===== src/hdl/cmr_pkg.sv =====
// Shared types, codes and constants of the CTAPHID message reassembler.
// Used by cmr_front, cmr_back and ctaphid_message_reassembler.
package cmr_pkg;

   localparam int REPORT_BYTES      = 64;
   localparam int POS_WIDTH         = $clog2(REPORT_BYTES);
   localparam int QUEUE_DEPTH_DFLT  = 2;

   localparam int TICKS_WIDTH       = 16;
   localparam int LEN_WIDTH         = 13;
   localparam int CID_WIDTH         = 32;
   localparam int CMD_WIDTH         = 7;

   localparam logic [TICKS_WIDTH-1:0] TIMEOUT_RESET = 16'd3000;
   localparam logic [LEN_WIDTH-1:0]   MAX_LEN_RESET = 13'd7609;

   localparam logic [POS_WIDTH-1:0] POS_CMD     = POS_WIDTH'(4);
   localparam logic [POS_WIDTH-1:0] POS_LEN_HI  = POS_WIDTH'(5);
   localparam logic [POS_WIDTH-1:0] POS_LEN_LO  = POS_WIDTH'(6);
   localparam logic [POS_WIDTH-1:0] POS_LAST    = POS_WIDTH'(REPORT_BYTES - 1);

   localparam int CSR_INDEX_WIDTH = 2;
   localparam logic [CSR_INDEX_WIDTH-1:0] CSR_TIMEOUT_TICKS = 2'd0;
   localparam logic [CSR_INDEX_WIDTH-1:0] CSR_MAX_MSG_LEN   = 2'd1;

   localparam logic REQ_BYTE = 1'b0;
   localparam logic REQ_TICK = 1'b1;

   typedef enum logic [1:0] {
      MODE_HEADER  = 2'd0,
      MODE_INIT    = 2'd1,
      MODE_CONT    = 2'd2,
      MODE_DISCARD = 2'd3
   } mode_type;

   typedef enum logic [1:0] {
      KIND_PAYLOAD = 2'd0,
      KIND_EMPTY   = 2'd1,
      KIND_ERROR   = 2'd2
   } kind_type;

   typedef enum logic [1:0] {
      ERR_INVALID_LEN = 2'd0,
      ERR_INVALID_SEQ = 2'd1,
      ERR_TIMEOUT     = 2'd2
   } err_type;

   // Classified item as it travels through the queue.
   typedef struct packed {
      logic                 is_tick;
      logic [POS_WIDTH-1:0] pos;
      logic [7:0]           data;
   } item_type;

   typedef struct packed {
      kind_type             kind;
      logic [7:0]           payload_byte;
      logic [LEN_WIDTH-1:0] byte_offset;
      logic [CID_WIDTH-1:0] msg_cid;
      logic [CMD_WIDTH-1:0] msg_cmd;
      logic [LEN_WIDTH-1:0] msg_length;
      logic                 msg_last;
      err_type              error_code;
   } result_type;

endpackage


===== src/hdl/cmr_front.sv =====
// Front end: accepts report bytes and ticks, tags each byte with its place
// in the report and queues the classified item. Depends on cmr_pkg.
module cmr_front
   import cmr_pkg::*;
#(
   parameter int QUEUE_DEPTH = QUEUE_DEPTH_DFLT
) (
   input  logic     clock,
   input  logic     reset,
   input  logic     in_valid,
   output logic     in_ready,
   input  logic     in_type,
   input  logic [7:0] in_data,
   output logic     item_valid,
   input  logic     item_ready,
   output item_type item
);

   localparam int PTR_WIDTH = (QUEUE_DEPTH > 1) ? $clog2(QUEUE_DEPTH) : 1;
   localparam int CNT_WIDTH = $clog2(QUEUE_DEPTH + 1);
   localparam logic [PTR_WIDTH-1:0] PTR_LAST = PTR_WIDTH'(QUEUE_DEPTH - 1);
   localparam logic [CNT_WIDTH-1:0] CNT_FULL = CNT_WIDTH'(QUEUE_DEPTH);

   item_type             queue_ff [QUEUE_DEPTH];
   logic [PTR_WIDTH-1:0] wr_ptr_ff, wr_ptr_in;
   logic [PTR_WIDTH-1:0] rd_ptr_ff, rd_ptr_in;
   logic [CNT_WIDTH-1:0] count_ff, count_in;
   logic [POS_WIDTH-1:0] pos_ff, pos_in;
   logic                 push, pop;
   item_type             new_item;

   assign in_ready   = (count_ff != CNT_FULL);
   assign push       = in_valid & in_ready;
   assign item_valid = (count_ff != '0);
   assign pop        = item_valid & item_ready;
   assign item       = queue_ff[rd_ptr_ff];

   always_comb begin
      new_item.is_tick = (in_type == REQ_TICK);
      new_item.pos     = pos_ff;
      new_item.data    = in_data;
   end

   always_comb begin
      wr_ptr_in = wr_ptr_ff;
      rd_ptr_in = rd_ptr_ff;
      count_in  = count_ff;
      pos_in    = pos_ff;
      if (push) begin
         wr_ptr_in = (wr_ptr_ff == PTR_LAST) ? '0 : wr_ptr_ff + 1'b1;
         // advance the report position on bytes only; it wraps at the report end
         if (in_type == REQ_BYTE) begin
            pos_in = pos_ff + 1'b1;
         end
      end
      if (pop) begin
         rd_ptr_in = (rd_ptr_ff == PTR_LAST) ? '0 : rd_ptr_ff + 1'b1;
      end
      if (push && !pop) begin
         count_in = count_ff + 1'b1;
      end else if (pop && !push) begin
         count_in = count_ff - 1'b1;
      end
   end

   always_ff @(posedge clock) begin
      if (reset) begin
         wr_ptr_ff <= '0;
         rd_ptr_ff <= '0;
         count_ff  <= '0;
         pos_ff    <= '0;
      end else begin
         wr_ptr_ff <= wr_ptr_in;
         rd_ptr_ff <= rd_ptr_in;
         count_ff  <= count_in;
         pos_ff    <= pos_in;
      end
   end

   always_ff @(posedge clock) begin
      if (push) begin
         queue_ff[wr_ptr_ff] <= new_item;
      end
   end

endmodule


===== src/hdl/cmr_back.sv =====
// Back end: runs the packet header decoder and message tracker on queued
// items and holds one result in an output register. Depends on cmr_pkg.
module cmr_back
   import cmr_pkg::*;
(
   input  logic                   clock,
   input  logic                   reset,
   input  logic                   item_valid,
   output logic                   item_ready,
   input  item_type               item,
   input  logic [TICKS_WIDTH-1:0] timeout_ticks,
   input  logic [LEN_WIDTH-1:0]   max_msg_len,
   output logic                   out_valid,
   input  logic                   out_ready,
   output result_type             out_result
);

   mode_type             mode_ff, mode_in;
   logic [CID_WIDTH-1:0] header_cid_ff, header_cid_in;
   logic [7:0]           len_hi_ff, len_hi_in;
   logic                 receiving_ff, receiving_in;
   logic [CID_WIDTH-1:0] active_cid_ff, active_cid_in;
   logic [CMD_WIDTH-1:0] active_cmd_ff, active_cmd_in;
   logic [LEN_WIDTH-1:0] active_len_ff, active_len_in;
   logic [LEN_WIDTH-1:0] received_ff, received_in;
   logic [7:0]           exp_seq_ff, exp_seq_in;
   logic [TICKS_WIDTH-1:0] idle_ff, idle_in;
   logic                 out_valid_ff, out_valid_in;
   result_type           result_ff, result_in;

   logic                 fire;
   logic                 produce;
   logic [15:0]          total;
   logic                 is_cmd, is_len_hi, is_len_lo, in_body;

   assign item_ready = !out_valid_ff || out_ready;
   assign fire       = item_valid & item_ready;
   assign out_valid  = out_valid_ff;
   assign out_result = result_ff;

   assign total     = {len_hi_ff, item.data};
   assign is_cmd    = (item.pos == POS_CMD);
   assign is_len_hi = (mode_ff == MODE_INIT) && (item.pos == POS_LEN_HI);
   assign is_len_lo = (mode_ff == MODE_INIT) && (item.pos == POS_LEN_LO);
   assign in_body   = (mode_ff == MODE_INIT) || (mode_ff == MODE_CONT);

   // next packet mode
   always_comb begin
      mode_in = mode_ff;
      if (fire && !item.is_tick) begin
         if (item.pos < POS_CMD) begin
            mode_in = MODE_HEADER;
         end else if (is_cmd) begin
            if (item.data[7]) begin
               mode_in = MODE_INIT;
            end else if (!receiving_ff || header_cid_ff != active_cid_ff) begin
               mode_in = MODE_DISCARD;
            end else if (item.data != exp_seq_ff) begin
               mode_in = MODE_DISCARD;
            end else begin
               mode_in = MODE_CONT;
            end
         end else if (is_len_lo) begin
            if (total > {3'b000, max_msg_len} || total == '0) begin
               mode_in = MODE_DISCARD;
            end
         end
         if (item.pos == POS_LAST) begin
            mode_in = MODE_HEADER;
         end
      end
   end

   // message state and result
   always_comb begin
      header_cid_in = header_cid_ff;
      len_hi_in     = len_hi_ff;
      receiving_in  = receiving_ff;
      active_cid_in = active_cid_ff;
      active_cmd_in = active_cmd_ff;
      active_len_in = active_len_ff;
      received_in   = received_ff;
      exp_seq_in    = exp_seq_ff;
      idle_in       = idle_ff;
      produce       = 1'b0;
      result_in     = '0;
      if (fire) begin
         if (item.is_tick) begin
            if (receiving_ff) begin
               if (idle_ff >= timeout_ticks) begin
                  produce              = 1'b1;
                  result_in.kind       = KIND_ERROR;
                  result_in.msg_cid    = active_cid_ff;
                  result_in.error_code = ERR_TIMEOUT;
                  receiving_in         = 1'b0;
               end else begin
                  idle_in = idle_ff + 1'b1;
               end
            end
         end else if (item.pos < POS_CMD) begin
            header_cid_in = {header_cid_ff[CID_WIDTH-9:0], item.data};
         end else if (is_cmd) begin
            if (item.data[7]) begin
               active_cmd_in = item.data[CMD_WIDTH-1:0];
            end else if (!receiving_ff || header_cid_ff != active_cid_ff) begin
               // foreign or stray continuation: drop it
            end else if (item.data != exp_seq_ff) begin
               produce              = 1'b1;
               result_in.kind       = KIND_ERROR;
               result_in.msg_cid    = header_cid_ff;
               result_in.error_code = ERR_INVALID_SEQ;
               receiving_in         = 1'b0;
            end else begin
               exp_seq_in = exp_seq_ff + 1'b1;
               idle_in    = '0;
            end
         end else if (is_len_hi) begin
            len_hi_in = item.data;
         end else if (is_len_lo) begin
            if (total > {3'b000, max_msg_len}) begin
               produce              = 1'b1;
               result_in.kind       = KIND_ERROR;
               result_in.msg_cid    = header_cid_ff;
               result_in.error_code = ERR_INVALID_LEN;
               receiving_in         = 1'b0;
            end else begin
               active_cid_in = header_cid_ff;
               active_len_in = total[LEN_WIDTH-1:0];
               received_in   = '0;
               exp_seq_in    = '0;
               idle_in       = '0;
               if (total == '0) begin
                  produce            = 1'b1;
                  result_in.kind     = KIND_EMPTY;
                  result_in.msg_cid  = header_cid_ff;
                  result_in.msg_cmd  = active_cmd_ff;
                  result_in.msg_last = 1'b1;
                  receiving_in       = 1'b0;
               end else begin
                  receiving_in = 1'b1;
               end
            end
         end else if (in_body && receiving_ff && received_ff < active_len_ff) begin
            produce                = 1'b1;
            result_in.kind         = KIND_PAYLOAD;
            result_in.payload_byte = item.data;
            result_in.byte_offset  = received_ff;
            result_in.msg_cid      = active_cid_ff;
            result_in.msg_cmd      = active_cmd_ff;
            result_in.msg_length   = active_len_ff;
            result_in.msg_last     = (received_ff + 1'b1 == active_len_ff);
            received_in            = received_ff + 1'b1;
            if (result_in.msg_last) begin
               receiving_in = 1'b0;
            end
         end
      end
   end

   always_comb begin
      out_valid_in = out_valid_ff;
      if (fire) begin
         out_valid_in = produce;
      end else if (out_ready) begin
         out_valid_in = 1'b0;
      end
   end

   always_ff @(posedge clock) begin
      if (reset) begin
         mode_ff       <= MODE_HEADER;
         header_cid_ff <= '0;
         len_hi_ff     <= '0;
         receiving_ff  <= 1'b0;
         active_cid_ff <= '0;
         active_cmd_ff <= '0;
         active_len_ff <= '0;
         received_ff   <= '0;
         exp_seq_ff    <= '0;
         idle_ff       <= '0;
         out_valid_ff  <= 1'b0;
      end else begin
         mode_ff       <= mode_in;
         header_cid_ff <= header_cid_in;
         len_hi_ff     <= len_hi_in;
         receiving_ff  <= receiving_in;
         active_cid_ff <= active_cid_in;
         active_cmd_ff <= active_cmd_in;
         active_len_ff <= active_len_in;
         received_ff   <= received_in;
         exp_seq_ff    <= exp_seq_in;
         idle_ff       <= idle_in;
         out_valid_ff  <= out_valid_in;
      end
   end

   always_ff @(posedge clock) begin
      if (fire && produce) begin
         result_ff <= result_in;
      end
   end

   a_payload_in_range: assert property (@(posedge clock) disable iff (reset)
      out_valid_ff && result_ff.kind == KIND_PAYLOAD
         |-> result_ff.byte_offset < result_ff.msg_length)
      else $error("payload offset beyond announced length");

   a_receiving_has_room: assert property (@(posedge clock) disable iff (reset)
      receiving_ff |-> received_ff < active_len_ff)
      else $error("receiving with message already complete");

   a_error_clean: assert property (@(posedge clock) disable iff (reset)
      out_valid_ff && result_ff.kind == KIND_ERROR
         |-> !result_ff.msg_last && result_ff.msg_cmd == '0)
      else $error("error result carries message fields");

   a_last_ends_message: assert property (@(posedge clock) disable iff (reset)
      fire && produce && result_in.msg_last |=> !receiving_ff)
      else $error("message still open after its last byte");

endmodule


===== src/hdl/ctaphid_message_reassembler.sv =====
// CTAPHID message reassembler: report bytes and ticks in; payload, empty and
// error results out. cmr_front queues each accepted item and cmr_back
// registers its result. Throughput: one item per cycle while results drain.
// Reset (synchronous, active high) empties the queue, returns to idle and
// loads timeout_ticks = 3000, max_msg_len = 7609. Depends on cmr_pkg.
module ctaphid_message_reassembler
   import cmr_pkg::*;
#(
   parameter int QUEUE_DEPTH = QUEUE_DEPTH_DFLT
) (
   input  logic        clock,
   input  logic        reset,
   // input stream
   input  logic        req_tvalid,
   output logic        req_tready,
   input  logic [7:0]  req_tdata,   // [7:0] data_byte
   input  logic        req_tuser,   // [0] req_type
   // result stream
   output logic        rsp_tvalid,
   input  logic        rsp_tready,
   // [7:0] payload_byte, [20:8] byte_offset, [52:21] msg_cid, [59:53] msg_cmd,
   // [72:60] msg_length, [74:73] error_code, [79:75] zero
   output logic [79:0] rsp_tdata,
   output logic [1:0]  rsp_tuser,   // [1:0] kind
   output logic        rsp_tlast,   // msg_last
   // configuration writes
   input  logic        csr_valid,
   output logic        csr_ready,
   input  logic [CSR_INDEX_WIDTH-1:0] csr_index,
   input  logic [15:0] csr_data
);

   logic [TICKS_WIDTH-1:0] timeout_ff;
   logic [LEN_WIDTH-1:0]   max_len_ff;
   logic                   item_valid, item_ready;
   item_type               item;
   result_type             result;

   // The user must write only while idle; the block does not enforce this.
   assign csr_ready = 1'b1;

   always_ff @(posedge clock) begin
      if (reset) begin
         timeout_ff <= TIMEOUT_RESET;
         max_len_ff <= MAX_LEN_RESET;
      end else if (csr_valid) begin
         case (csr_index)
            CSR_TIMEOUT_TICKS: timeout_ff <= csr_data;
            CSR_MAX_MSG_LEN:   max_len_ff <= csr_data[LEN_WIDTH-1:0];
            default: ;  // unmapped index: drop the write
         endcase
      end
   end

   // Front: classify and queue items.
   cmr_front #(
      .QUEUE_DEPTH(QUEUE_DEPTH)
   ) u_front (
      .clock      (clock),
      .reset      (reset),
      .in_valid   (req_tvalid),
      .in_ready   (req_tready),
      .in_type    (req_tuser),
      .in_data    (req_tdata),
      .item_valid (item_valid),
      .item_ready (item_ready),
      .item       (item)
   );

   // Back: decode headers, track the message, hold the result transaction.
   cmr_back u_back (
      .clock         (clock),
      .reset         (reset),
      .item_valid    (item_valid),
      .item_ready    (item_ready),
      .item          (item),
      .timeout_ticks (timeout_ff),
      .max_msg_len   (max_len_ff),
      .out_valid     (rsp_tvalid),
      .out_ready     (rsp_tready),
      .out_result    (result)
   );

   assign rsp_tdata = {5'b00000, result.error_code, result.msg_length, result.msg_cmd,
                       result.msg_cid, result.byte_offset, result.payload_byte};
   assign rsp_tuser = result.kind;
   assign rsp_tlast = result.msg_last;

endmodule

===== config.mk =====
export PLATFORM = sky130hd
export DESIGN_NAME = ctaphid_message_reassembler
export DESIGN_NICKNAME = d
export VERILOG_FILES = /design/src/hdl/cmr_pkg.sv /design/src/hdl/cmr_front.sv /design/src/hdl/cmr_back.sv /design/src/hdl/ctaphid_message_reassembler.sv
export SDC_FILE = /design/constraint.sdc
export NUM_CORES = 1
export LEC_CHECK = 0
export ABC_AREA = 0
export BUFFER_PORTS_ARGS = -buffer_cell sky130_fd_sc_hd__buf_2
export CAP_MARGIN = 40
export CORE_MARGIN = 3
export CORE_UTILIZATION = 54
export DETAILED_ROUTE_END_ITERATION = 10
export PLACE_DENSITY_LB_ADDON = 0.15
export SLEW_MARGIN = 20
export SYNTH_ARGS = -nofsm -noshare
export SYNTH_HDL_FRONTEND = slang
export SYNTH_SLANG_ARGS = --single-unit

===== constraint.sdc =====
create_clock -name clock -period 4.92 [get_ports clock]
set_input_delay 0.984 -clock clock [delete_from_list [all_inputs] [get_ports clock]]
set_output_delay 0.984 -clock clock [all_outputs]
set_load 0.01 [all_outputs]

==> metrics <==
status=completed; CTS tree=built; core area=23750 um^2; final worst clock skew=0.01155 ns; post-cts resize count=0; Hold Fails Final Rpt=0; # fillers=1993; Crit-path slowest cell=dfxtp_1; DRT Pass-1 Iters=5; Cells after Synth=1305; # hold bufs at CTS=0; maximum clock path buffer count=3; FP Rows=56; Synth Cell Area=13230 um^2; root buffer cell=clkbuf_16; Placer Congestion=0.9128; Tcrit/Tclk final=0.8767; Clock Sinks=281; CP startpoint kind=flip-flop; Min Hold Slack=0.4536 ns; synth top area cells=dfxtp_1 (26%), edfxtp_1 (25%), ha_1 (4.5%), nand2_1 (4.3%), mux2i_1 (4.2%); critical-path cell list=mux2i_4, inv_2, ha_1, nand4_1, or4_4, a21oi_1, o41a_2, o21a_1, o21bai_1, nand2_4, buf_4, buf_12; max-cap viol count=0; Seq/Total Area, Yosys=0.5068; Mean Syn Cell Area=10.14 um^2; DR WL/cell=17.16 um; CP Data Arrival Time=4.54 ns; Setup violations, final=0; total number of vias=9801; I/O Pins=118; Worst Hold Class=reg2reg; worst rel slew slack=0.4834; placed instance area=14110 um^2; number of flops mapped to enable cells by yosys=108; hpwl dp=20860 um; Yosys top cell area share=0.2617; share of cells above drive strength 1=0.1572; fin. max-slew vios=0; GRT Overall Usage=0.2276; Max IR drop VDD=0.0003253 V; port bufs=111; Leak=5.469 nW; clock buffer count from CTS=29; post-CTS setup buffer count=0; Die Y-Extent=162.5 um; leading area contributor after synthesis=dfxtp_1; Max FO, Critical Path=45; post-route design area=15040 um^2; FMAX=231.8 MHz; initial antenna violation count=0; number of remaining DRC errors=0; Initial Util=0.5571; Post-synth ARST share=0; top cells by count, synth=dfxtp_1 (173), nand2_1 (150), nor2_1 (137); H-tree depth=1; Layout Utilization=0.6334; WS Path Type=reg2reg; clock latency on the worst-skew pair=0.54 ns; vias in the first global route=9409; RSZ-0062 raised after global routing=no; first-pass GRT wire length=49220 um; Overflow after GRT=0; Slew @ Worst Pin=0.7702 ns; critical path buffer and inverter count=3; Cell variety after synth=74; Antenna Nets Post-Route=0; Area growth, synth to finish=13.69%; most used standard cell by instance count after synthesis=dfxtp_1; Antenna diodes=0; setup TNS=0 ns; Iter 0 DRT Violations=590; Worst Setup End Kind=flip-flop; YS warnings=0; Top delay family on crit path=compound AO/OA/AOI/OAI gates; Yosys reg bits=281; Post-synth top flop=dfxtp_1; die area=26420 um^2; CP peak stage delay=0.74 ns; Final nets=1489; clock-pin slew on the worst setup and hold paths=0.06 ns; Die Span X=162.5 um; Data required, critical path=5.15 ns; min Tclk post-route=4.313 ns; largest net degree at the start of global routing=78; Power Dens Cells=366.6 nW/um^2; Vias/cell=5.601; aggregate routed wire length=30030 um
## sequential cells by signal (all words and copies together), names as in the netlist, 7 cells and up, named ones only
name and count:
max_len_ff 13, timeout_ff 16, u_back.active_cid_ff 32, u_back.active_cmd_ff 7
u_back.active_len_ff 13, u_back.exp_seq_ff 8, u_back.header_cid_ff 32, u_back.idle_ff 16
u_back.len_hi_ff 8, u_back.out_result 78, u_back.received_ff 13, u_front.queue_ff 30
## routing by layer
layer / vias to the layer above / global-route usage / share of wire
met3: 49 / 0.03891 / 0.058
met4: 0 / 0.05844 / 0.022
met5: - / 0 / 0
met2: 259 / 0.3668 / 0.46
met1: 4611 / 0.3215 / 0.46
li1: 4882 / - / -
## worst paths after layout
path	start	to	slack, ns	depth (start not counted)
max	flip-flop	u_back.out_result[56]	0.61	12
min	timeout_ff[12]	timeout_ff[12]	0.45	2
max reg2reg	flip-flop	u_back.out_result[56]	0.61	12
min reg2reg	timeout_ff[12]	timeout_ff[12]	0.45	2
## power by group
| group | total, mW | internal, mW | switching, mW |
|---|---|---|---|
| clock network | 2.08 | 1.21 | 0.872 |
| registers | 2.57 | 2.49 | 0.0784 |
| logic | 0.860 | 0.307 | 0.553 |
| total | 5.51 | 4.01 | 1.50 |
## cell families after synthesis
| logic type | synth area share |
|---|---|
| adder cells (fa/ha/maj) | 0.04539 |
| buffers and inverters | 0.04217 |
| multiplexers | 0.05635 |
| AO/OA/AOI/OAI | 0.1234 |
| XOR/XNOR | 0.04368 |
| other | 0.0005675 |
| AND/OR/NAND/NOR | 0.1816 |
| flip-flops | 0.5068 |
## worst min-delay path, cell delays in order, from the launching register on
cell	delay, ns
dfxtp_1	0.31
nand2_1	0.05
a21oi_1	0.05
## placed cells by master (no fill, tap or decap), types with 5 or more instances in the layout
cell	n
dfxtp_1	173
nand2_1	149
nor2_1	136
buf_2	110
edfxtp_1	108
a21oi_1	71
inv_1	55
mux2i_1	55
xor2_1	48
ha_1	48
a211oi_1	37
a22o_1	33
clkbuf_16	29
o211ai_1	23
nand4_1	23
buf_4	23
o21ai_0	22
nand3_1	22
nor4_1	21
nand2b_1	20
and2_1	20
xnor2_1	18
nor3_1	18
clkbuf_1	11
and3_1	9
nor4_2	9
a311oi_1	9
o21a_1	8
mux2i_2	6
nor3b_1	6
conb_1	6
nor2b_1	5
or3_1	5
a31oi_1	5
clkbuf_8	5
## final cells by class
| class | instances | area (um^2) | share of cell area |
|---|---|---|---|
| flip-flops and latches | 281 | 6706 | 0.4458 |
| repair buffers | 138 | 809.5 | 0.05381 |
| clock inverters | 8 | 67.56 | 0.004491 |
| multi-input cells | 902 | 6012 | 0.3996 |
| clock buffers | 45 | 835.8 | 0.05556 |
| well taps | 319 | 399.1 | 0.02653 |
| inverters | 57 | 214.0 | 0.01422 |
## through the flow
| stage | power (mW) | worst slack, ns | std cells |
|---|---|---|---|
| after floorplan | 3.196 | 0.6687 | 1309 |
| after global placement | 3.443 | 0.7176 | 1693 |
| after detailed placement | 3.466 | 0.6723 | 1696 |
| after CTS | 5.548 | 0.6295 | 1749 |
| after global routing | 5.745 | 0.3274 | 1750 |
| final | 5.515 | 0.6068 | 1750 |
Note: power is estimated with default switching activity, not from simulation.
